### config.mk
export PLATFORM = sky130hd
export DESIGN_NAME = uart_receiver_frame_sync_fifo
export DESIGN_NICKNAME = d
export VERILOG_FILES = /design/src/sv/uartrx_pkg.sv /design/src/sv/uartrx_front.sv /design/src/sv/uartrx_queue.sv /design/src/sv/uartrx_back.sv /design/src/sv/uart_receiver_frame_sync_fifo.sv
export SDC_FILE = /design/constraint.sdc
export NUM_CORES = 1
export LEC_CHECK = 0
export ABC_AREA = 1
export BUFFER_PORTS_ARGS = -buffer_cell sky130_fd_sc_hd__buf_2
export CAP_MARGIN = 20
export CORE_UTILIZATION = 40
export CTS_CLUSTER_DIAMETER = 100
export DETAILED_ROUTE_END_ITERATION = 7
export GPL_ROUTABILITY_DRIVEN = 0
export GPL_TIMING_DRIVEN = 0
export HOLD_SLACK_MARGIN = 0.1
export SLEW_MARGIN = 25
export SYNTH_ARGS = -nofsm -noshare
export SYNTH_HDL_FRONTEND = slang
export SYNTH_SLANG_ARGS = --single-unit
### constraint.sdc
create_clock -name clk -period 5.8 [get_ports clk]
set_input_delay 0 -clock clk [delete_from_list [all_inputs] [get_ports clk]]
set_output_delay 0 -clock clk [all_outputs]
set_load 0.02 [all_outputs]
### src/sv/uartrx_pkg.sv
// ----------------------------------------------------------------------------
// UART receiver package
// Shared types and constants for the UART receiver with receive FIFO.
// ----------------------------------------------------------------------------
package uartrx_pkg;

  localparam int FIFO_DEPTH_DEFAULT = 64;

  localparam int CFG_IDX_W  = 2;
  localparam int CFG_DATA_W = 16;

  localparam logic [CFG_IDX_W-1:0] CFG_RX_ENABLE    = 2'd0;
  localparam logic [CFG_IDX_W-1:0] CFG_HALF_BIT     = 2'd1;
  localparam logic [CFG_IDX_W-1:0] CFG_PARITY_EN    = 2'd2;
  localparam logic [CFG_IDX_W-1:0] CFG_TWO_STOP     = 2'd3;

  localparam logic [CFG_DATA_W-1:0] HALF_BIT_RESET = 16'd434;

  localparam int FRAME_W    = 12;
  localparam int FRAME_BASE = 10;
  localparam int DATA_BITS  = 8;
  localparam int FILL_W     = 7;

  localparam int CMD_QUEUE_DEPTH = 4;

  localparam logic REQ_TICK = 1'b0;
  localparam logic REQ_POP  = 1'b1;

  typedef struct packed {
    logic                 is_pop;
    logic [DATA_BITS-1:0] data;
  } cmd_t;

endpackage

### src/sv/uartrx_front.sv
// ----------------------------------------------------------------------------
// UART receiver front end
// Accepts items, holds the configuration, runs the half-bit timer, the
// sampler and the frame check, and issues push and pop commands.
// ----------------------------------------------------------------------------
module uartrx_front (
  input  logic                                clk,
  input  logic                                rst,
  input  logic                                cfg_write,
  input  logic [uartrx_pkg::CFG_IDX_W-1:0]    cfg_index,
  input  logic [uartrx_pkg::CFG_DATA_W-1:0]   cfg_data,
  input  logic                                in_valid,
  output logic                                in_ready,
  input  logic                                req_type,
  input  logic                                line_level,
  output logic                                cmd_valid,
  output uartrx_pkg::cmd_t                    cmd,
  input  logic                                cmd_ready
);

  localparam int FW = uartrx_pkg::FRAME_W;
  localparam int DW = uartrx_pkg::DATA_BITS;

  logic                                receiver_enable;
  logic [uartrx_pkg::CFG_DATA_W-1:0]   half_bit_ticks;
  logic                                parity_enable;
  logic                                two_stop_bits;

  logic [15:0]   tick_counter, tick_counter_next;
  logic          sample_phase, sample_phase_next;
  logic          first_sample, first_sample_next;
  logic [FW-1:0] frame_shift, frame_shift_next;
  logic [3:0]    bits_collected, bits_collected_next;

  logic [16:0]   tick_sum;
  logic          take_sample;
  logic          bit_ready;
  logic          bit_value;
  logic [3:0]    fsize;
  logic [3:0]    par_pos;
  logic [FW-1:0] shifted;
  logic          frame_ok;
  logic [DW-1:0] frame_data;
  logic          accept;
  logic          tick_go;

  assign in_ready = cmd_ready;
  assign accept   = in_valid && in_ready;
  assign tick_go  = accept && (req_type == uartrx_pkg::REQ_TICK) && receiver_enable;

  always_ff @(posedge clk) begin
    if (rst) begin
      receiver_enable <= 1'b1;
      half_bit_ticks  <= uartrx_pkg::HALF_BIT_RESET;
      parity_enable   <= 1'b0;
      two_stop_bits   <= 1'b0;
    end else if (cfg_write) begin
      unique case (cfg_index)
        uartrx_pkg::CFG_RX_ENABLE: receiver_enable <= cfg_data[0];
        uartrx_pkg::CFG_HALF_BIT:  half_bit_ticks  <= cfg_data;
        uartrx_pkg::CFG_PARITY_EN: parity_enable   <= cfg_data[0];
        uartrx_pkg::CFG_TWO_STOP:  two_stop_bits   <= cfg_data[0];
        default: ;
      endcase
    end
  end

  always_comb begin
    tick_sum            = {1'b0, tick_counter} + 17'd1;
    take_sample         = tick_sum >= {1'b0, half_bit_ticks};
    tick_counter_next   = take_sample ? 16'd0 : tick_sum[15:0];
    sample_phase_next   = sample_phase;
    first_sample_next   = first_sample;
    bit_ready           = 1'b0;
    bit_value           = 1'b0;
    if (take_sample) begin
      if (!sample_phase) begin
        first_sample_next = line_level;
        sample_phase_next = 1'b1;
      end else if (line_level == first_sample) begin
        sample_phase_next = 1'b0;
        bit_ready         = 1'b1;
        bit_value         = line_level;
      end else begin
        first_sample_next = line_level;
        sample_phase_next = 1'b1;
        bit_ready         = 1'b1;
        bit_value         = first_sample;
      end
    end

    fsize   = 4'(uartrx_pkg::FRAME_BASE) + {3'b0, two_stop_bits} + {3'b0, parity_enable};
    par_pos = fsize - 4'd2 - {3'b0, two_stop_bits};
    shifted = {1'b0, frame_shift[FW-1:1]} | (FW'(bit_value) << (fsize - 4'd1));

    frame_shift_next    = frame_shift;
    bits_collected_next = bits_collected;
    frame_ok            = 1'b0;
    frame_data          = shifted[DW:1];
    if (bit_ready) begin
      frame_shift_next = shifted;
      if (bits_collected < fsize) begin
        bits_collected_next = bits_collected + 4'd1;
      end else begin
        bits_collected_next = fsize;
      end
      if (bits_collected_next == fsize) begin
        frame_ok = !shifted[0] && shifted[fsize - 4'd1] &&
                   (!two_stop_bits || shifted[fsize - 4'd2]) &&
                   (!parity_enable || (shifted[par_pos] == ^frame_data));
      end
      if (frame_ok) begin
        bits_collected_next = 4'd0;
      end
    end
  end

  always_ff @(posedge clk) begin
    if (rst) begin
      tick_counter   <= '0;
      sample_phase   <= 1'b0;
      first_sample   <= 1'b0;
      frame_shift    <= '0;
      bits_collected <= '0;
    end else if (tick_go) begin
      tick_counter   <= tick_counter_next;
      sample_phase   <= sample_phase_next;
      first_sample   <= first_sample_next;
      frame_shift    <= frame_shift_next;
      bits_collected <= bits_collected_next;
    end
  end

  assign cmd_valid  = accept && ((req_type == uartrx_pkg::REQ_POP) || (tick_go && frame_ok));
  assign cmd.is_pop = (req_type == uartrx_pkg::REQ_POP);
  assign cmd.data   = frame_data;

endmodule

### src/sv/uartrx_queue.sv
// ----------------------------------------------------------------------------
// UART receiver command queue
// Short first-in first-out queue of push and pop commands between the
// front end and the FIFO back end.
// ----------------------------------------------------------------------------
module uartrx_queue (
  input  logic             clk,
  input  logic             rst,
  input  logic             wr_valid,
  output logic             wr_ready,
  input  uartrx_pkg::cmd_t wr_cmd,
  output logic             rd_valid,
  input  logic             rd_ready,
  output uartrx_pkg::cmd_t rd_cmd
);

  localparam int QD = uartrx_pkg::CMD_QUEUE_DEPTH;
  localparam int PW = $clog2(QD);
  localparam int CW = $clog2(QD + 1);

  uartrx_pkg::cmd_t entries [QD];
  logic [PW-1:0]    head;
  logic [PW-1:0]    tail;
  logic [CW-1:0]    count;
  logic             do_wr;
  logic             do_rd;

  assign wr_ready = count != CW'(QD);
  assign rd_valid = count != '0;
  assign rd_cmd   = entries[head];
  assign do_wr    = wr_valid && wr_ready;
  assign do_rd    = rd_valid && rd_ready;

  always_ff @(posedge clk) begin
    if (do_wr) begin
      entries[tail] <= wr_cmd;
    end
  end

  always_ff @(posedge clk) begin
    if (rst) begin
      head  <= '0;
      tail  <= '0;
      count <= '0;
    end else begin
      if (do_wr) begin
        tail <= (tail == PW'(QD - 1)) ? '0 : tail + PW'(1);
      end
      if (do_rd) begin
        head <= (head == PW'(QD - 1)) ? '0 : head + PW'(1);
      end
      if (do_wr && !do_rd) begin
        count <= count + CW'(1);
      end else if (do_rd && !do_wr) begin
        count <= count - CW'(1);
      end
    end
  end

endmodule

### src/sv/uartrx_back.sv
// ----------------------------------------------------------------------------
// UART receiver FIFO back end
// Carries out push and pop commands on the receive FIFO memory and holds
// the result item in the output register.
// ----------------------------------------------------------------------------
module uartrx_back #(
  parameter int FIFO_DEPTH = uartrx_pkg::FIFO_DEPTH_DEFAULT
) (
  input  logic                              clk,
  input  logic                              rst,
  input  logic                              cmd_valid,
  output logic                              cmd_ready,
  input  uartrx_pkg::cmd_t                  cmd,
  output logic                              out_valid,
  input  logic                              out_ready,
  output logic [uartrx_pkg::DATA_BITS-1:0]  rx_data,
  output logic                              data_valid,
  output logic [uartrx_pkg::FILL_W-1:0]     fill_level
);

  localparam int DW = uartrx_pkg::DATA_BITS;
  localparam int PW = (FIFO_DEPTH > 1) ? $clog2(FIFO_DEPTH) : 1;
  localparam int CW = $clog2(FIFO_DEPTH + 1);
  localparam int XW = (CW > uartrx_pkg::FILL_W) ? CW : uartrx_pkg::FILL_W;

  logic [DW-1:0] mem [FIFO_DEPTH];
  logic [DW-1:0] rd_q;
  logic [PW-1:0] rd_ptr;
  logic [PW-1:0] wr_ptr;
  logic [PW-1:0] wr_ptr_inc;
  logic [PW-1:0] rd_ptr_inc;
  logic [CW-1:0] count;
  logic [CW-1:0] count_dec;
  logic [XW-1:0] count_ext;
  logic          fifo_full;
  logic          fifo_empty;
  logic          exec;
  logic          do_push;
  logic          do_pop;

  assign cmd_ready  = !cmd.is_pop || !out_valid || out_ready;
  assign exec       = cmd_valid && cmd_ready;
  assign do_push    = exec && !cmd.is_pop;
  assign do_pop     = exec && cmd.is_pop;
  assign fifo_full  = count == CW'(FIFO_DEPTH);
  assign fifo_empty = count == '0;
  assign wr_ptr_inc = (wr_ptr == PW'(FIFO_DEPTH - 1)) ? '0 : wr_ptr + PW'(1);
  assign rd_ptr_inc = (rd_ptr == PW'(FIFO_DEPTH - 1)) ? '0 : rd_ptr + PW'(1);
  assign count_dec  = count - CW'(1);
  assign count_ext  = XW'(count_dec);

  always_ff @(posedge clk) begin
    if (do_push) begin
      mem[wr_ptr] <= cmd.data;
    end
  end

  always_ff @(posedge clk) begin
    if (do_pop && !fifo_empty) begin
      rd_q <= mem[rd_ptr];
    end
  end

  always_ff @(posedge clk) begin
    if (rst) begin
      rd_ptr     <= '0;
      wr_ptr     <= '0;
      count      <= '0;
      out_valid  <= 1'b0;
      data_valid <= 1'b0;
      fill_level <= '0;
    end else begin
      if (do_push) begin
        wr_ptr <= wr_ptr_inc;
        if (fifo_full) begin
          rd_ptr <= wr_ptr_inc;
        end else begin
          count <= count + CW'(1);
        end
      end
      if (do_pop) begin
        out_valid <= 1'b1;
        if (fifo_empty) begin
          data_valid <= 1'b0;
          fill_level <= '0;
        end else begin
          rd_ptr     <= rd_ptr_inc;
          count      <= count_dec;
          data_valid <= 1'b1;
          fill_level <= count_ext[uartrx_pkg::FILL_W-1:0];
        end
      end else if (out_ready) begin
        out_valid <= 1'b0;
      end
    end
  end

  assign rx_data = data_valid ? rd_q : '0;

endmodule

### src/sv/uart_receiver_frame_sync_fifo.sv
// ----------------------------------------------------------------------------
// UART receiver with receive FIFO
// Top level: front end, command queue and FIFO back end.
// ----------------------------------------------------------------------------
// The block takes one item per clock cycle. A tick item carries one sample of
// the receive line and yields no result; a pop item yields one result item,
// which passes through the command queue to the back end and is held in its
// output register until it is taken. The front end finishes each tick in the
// cycle it is accepted and passes pushes and pops through a four-entry command
// queue to the FIFO back end, which carries out one command per cycle on its
// single memory port. A pop waits in the queue while the output register holds
// an item that has not been taken, and input items stall only once the queue
// is full. Configuration registers may be written whenever no item is in
// flight; the FIFO memory needs no clearing after reset.
module uart_receiver_frame_sync_fifo #(
  parameter int FIFO_DEPTH = uartrx_pkg::FIFO_DEPTH_DEFAULT
) (
  input  logic                                clk,
  input  logic                                rst,
  input  logic                                cfg_write,
  input  logic [uartrx_pkg::CFG_IDX_W-1:0]    cfg_index,
  input  logic [uartrx_pkg::CFG_DATA_W-1:0]   cfg_data,
  input  logic                                in_valid,
  output logic                                in_ready,
  input  logic                                req_type,
  input  logic                                line_level,
  output logic                                out_valid,
  input  logic                                out_ready,
  output logic [uartrx_pkg::DATA_BITS-1:0]    rx_data,
  output logic                                data_valid,
  output logic [uartrx_pkg::FILL_W-1:0]       fill_level
);

  logic             fq_valid;
  logic             fq_ready;
  uartrx_pkg::cmd_t fq_cmd;
  logic             qb_valid;
  logic             qb_ready;
  uartrx_pkg::cmd_t qb_cmd;

  uartrx_front u_front (
    .clk        (clk),
    .rst        (rst),
    .cfg_write  (cfg_write),
    .cfg_index  (cfg_index),
    .cfg_data   (cfg_data),
    .in_valid   (in_valid),
    .in_ready   (in_ready),
    .req_type   (req_type),
    .line_level (line_level),
    .cmd_valid  (fq_valid),
    .cmd        (fq_cmd),
    .cmd_ready  (fq_ready)
  );

  uartrx_queue u_queue (
    .clk      (clk),
    .rst      (rst),
    .wr_valid (fq_valid),
    .wr_ready (fq_ready),
    .wr_cmd   (fq_cmd),
    .rd_valid (qb_valid),
    .rd_ready (qb_ready),
    .rd_cmd   (qb_cmd)
  );

  uartrx_back #(
    .FIFO_DEPTH (FIFO_DEPTH)
  ) u_back (
    .clk        (clk),
    .rst        (rst),
    .cmd_valid  (qb_valid),
    .cmd_ready  (qb_ready),
    .cmd        (qb_cmd),
    .out_valid  (out_valid),
    .out_ready  (out_ready),
    .rx_data    (rx_data),
    .data_valid (data_valid),
    .fill_level (fill_level)
  );

endmodule

==> metrics.md <==
| Metric | Value |
|---|---|
| Run status | `complete, but fails checks` |
| Failing checks | `design-rule violations` |
| Clk_lat worst skew | `0.64 ns` |
| Worst slew pin tran | `1.173 ns` |
| EDFF count, synth | `556` |
| H-tree depth | `3` |
| DR pass1 iterations | `8` |
| Multi-input logic area | `0.007488 mm2` |
| CP Max Fanout | `8` |
| Initial antenna violation count | `0` |
| Top_reg_cell synth | `edfxtp_1` |
| Layout cells sized above 1 | `9.313%` |
| Number of I/O port buffers | `41` |
| Worst Path Arrival | `5.19 ns` |
| Filler cells | `5792` |
| Top cell by count, worst path | `nand2_1` |
| Worst min path class | `primary input to flip-flop` |
| Reg area | `0.01848 mm2` |
| GR Overflow Total | `0` |
| Syn nets | `2404` |
| Die extent in y | `260.6 um` |
| Max-cap viol count | `0` |
| Top Ports | `43` |
| Internal power | `9.864 mW` |
| Bufs and invs on worst path | `3` |
| Max Fclk | `215.1 MHz` |
| Avg Cell Area, Syn | `11.41 um2` |
| Lkg Pwr | `10.62 nW` |
| Slew Viols, Final | `0` |
| Drt total wl | `83720 um` |
| Longest Clk Path Bufs | `3` |
| Cell area after synthesis | `0.02675 mm2` |
| Sequential Power Share | `38.7%` |
| Slowest library cell on the worst path | `fa_1` |
| Row cnt | `94` |
| Cell count after synthesis | `2344` |
| Post-layout util | `47.66%` |
| Yosys Warn Count | `0` |
| Synth area leaders | `edfxtp_1 62%, o21ai_0 7.0%, dfxtp_1 6.7%, nor2_1 6.6%, o22ai_1 3.4%` |
| CTS tree | `done` |
| Startpoint Class | `flip-flop` |
| Post-synthesis cell type count | `48` |
| Clk root buf | `clkbuf_16` |
| Required @ worst endpoint | `6.34 ns` |
| Clock-pin slew on the worst setup and hold paths | `0.06 ns` |
| Dominant cell type by area after synthesis | `edfxtp_1` |
| Clk pwr share | `28.6%` |
| Worst ir drop on vdd | `0.2331 mV` |
| Nets@finish | `2585` |
| Power density over the cells | `496.1 mW/mm2` |
| RSZ-0062 raised after global routing | `false` |
| P&R area growth vs syn | `17.55%` |
| Post-synth top area share | `62.41%` |
| Final setup skew | `0.03185 ns` |
| Top post-synthesis cells by count | `556 x edfxtp_1, 470 x nor2_1, 375 x o21ai_0` |
| Final worst slack | `1.150 ns` |
| Worst path max stage delay | `0.44 ns` |
| Pin count of the biggest net entering global routing | `34` |
| Via Count | `19964` |
| Seq/Total Area, Yosys | `69.07%` |
| Sw frac | `36.78%` |
| Die X | `260.6 um` |
| Cell family with most CP delay | `simple AND/OR/NAND/NOR gates` |
| Vias in the first global route | `19017` |
| Final Cycle Share | `80.17%` |
| Crit. End Element | `flip-flop` |
| DR DRC count | `12` |
| Post-route minimum period | `4.650 ns` |
| DR WL/cell | `24.32 um` |
| Top-count cell post-synth | `edfxtp_1` |
| Psw | `5.738 mW` |
| Ys async rst share | `0%` |
| Starting density of the core | `40.54%` |
| Crit Path Category | `flip-flop to flip-flop` |
| Detailed Place HPWL | `58230 um` |
| Setup violations, final | `0` |
| Max_slew headroom | `21.49%` |
| First-pass GRT wire length | `122500 um` |
| Vias per std cell | `5.800` |
| CTS sink count | `645` |
| Initial drt markers | `2851` |
| Inserted Clock Buffers | `69` |
| Pre-CTS WS | `1.190 ns` |
| Synth Register Bits | `645` |
| Core ar. | `0.06598 mm2` |
| Total track usage | `24.79%` |
| Comb power frac | `32.7%` |
| Endpoints failing hold | `0` |
| Die area | `0.06792 mm2` |
| PostCTS Resize Cnt | `0` |
| Post-DRT Antenna Nets | `0` |
==> area by class of cell <==
type / instances / area share [%]
clock inverter: 41 / 1.361
multi-input combinational: 1443 / 23.81
sequential: 645 / 58.76
timing repair buffer: 110 / 3.732
inverter: 117 / 1.400
tap: 864 / 3.438
clock buffer: 82 / 5.781
buffer: 139 / 1.711
antenna: 1 / 0.007957
==> cell usage in the layout, fill, tap and decap left out, drive strengths merged, types with 5 or more instances in the layout <==
cell type    count
a21oi           75
a31oi            5
buf             86
bufinv           8
clkbuf         207
clkinv          31
dfxtp           89
dlygate4sd3     38
edfxtp         556
ha              34
inv            117
nand2          156
nand3           52
nand4           12
nor2           475
nor3            16
nor4             8
o211ai          17
o21ai          379
o221ai          18
o22ai          146
xnor2           16
xor2            16
==> metal layers <==
| metal | vias up | part of all wire, % | global-route usage, % |
|---|---|---|---|
| met5 | - | 0 | 0 |
| met4 | 0 | 4.9 | 11.47 |
| met3 | 257 | 11 | 6.255 |
| met2 | 1187 | 45 | 39.07 |
| met1 | 9677 | 39 | 32.13 |
| li1 | 8843 | - | - |
==> worst reg2reg max path, delay by kind of cell, from the launching register on <==
kind	cells	cell delay, ns
xor gates and xnor gates	1	0.15
AOI/OAI and AO/OA	2	0.25
DFF	1	0.42
and+or+nand+nor	25	2.42
buffers and inverters	3	0.23
adders and majority gates	4	1.11
==> metrics by stage <==
step	power, mW	TNS (ns)	instance area (um2)	instances	hold WS, ns
6_report	15.60	0	31450	3442	0.2061
4_1_cts	15.48	0	31430	3441	0.1726
5_1_grt	16.08	0	31450	3441	0.1943
2_1_floorplan	8.567	0	26750	2344	0.09887
3_5_place_dp	11.05	0	28810	3280	0.2262
3_3_place_gp	10.55	-127.75	28040	3249	0.2227
==> registers in the layout, indices dropped and copies added, names as in the netlist, 3 cells and up, named ones only <==
register / cells
u_back.wr_ptr: 6
u_back.mem: 512
u_back.count: 7
u_front.frame_shift: 11
u_back.rd_ptr: 6
u_back.rd_q: 8
u_queue.count: 3
u_front.bits_collected: 4
u_queue.entries: 36
u_back.fill_level: 7
u_front.tick_counter: 16
u_front.half_bit_ticks: 16
==> path summary, 6_finish.rpt <==
path                                   startpoint                              endpoint  slack [ns]  cells past startpoint
max          u_front.tick_counter[0]$_SDFFE_PP0P_         u_queue.count[2]$_SDFFE_PP0P_        1.15                     35
min reg2reg  u_front.frame_shift[11]$_SDFFE_PP0P_  u_front.frame_shift[11]$_SDFFE_PP0P_        0.46                      2
min                                      req_type       u_queue.entries[0][8]$_DFFE_PP_        0.21                      2
max reg2reg  u_front.tick_counter[0]$_SDFFE_PP0P_         u_queue.count[2]$_SDFFE_PP0P_        1.15                     35
==> power groups by stage <==
| stage | Combinational (mW) | Sequential, mW | Clock [mW] |
|---|---|---|---|
| 2_1_floorplan | 2.38 | 6.19 | 0 |
| 3_3_place_gp | 4.25 | 6.30 | 0 |
| 3_5_place_dp | 4.92 | 6.13 | 0 |
| 4_1_cts | 4.95 | 6.03 | 4.50 |
| 5_1_grt | 5.36 | 6.05 | 4.66 |
| 6_report | 5.11 | 6.04 | 4.46 |
==> cells by family (layout without fill, tap and decap cells) <==
| logic type | count (synthesis) | after routing | share of synthesized area (%) |
|---|---|---|---|
| buffers and inverters | 256 | 489 | 3.657 |
| xor gates and xnor gates | 32 | 32 | 1.048 |
| DFF | 645 | 645 | 69.07 |
| and+or+nand+nor | 721 | 721 | 10.94 |
| other | 0 | 1 | 0 |
| AOI/OAI and AO/OA | 655 | 655 | 13.61 |
| adders and majority gates | 35 | 35 | 1.665 |
==> repair_timing <==
item,in CTS,in global routing
endpoints found under the setup margin,0,0
setup buffers,0,0
hold buffers,38,0
hold endpoints to repair,38,0
Power figures use the tool's default switching activity.
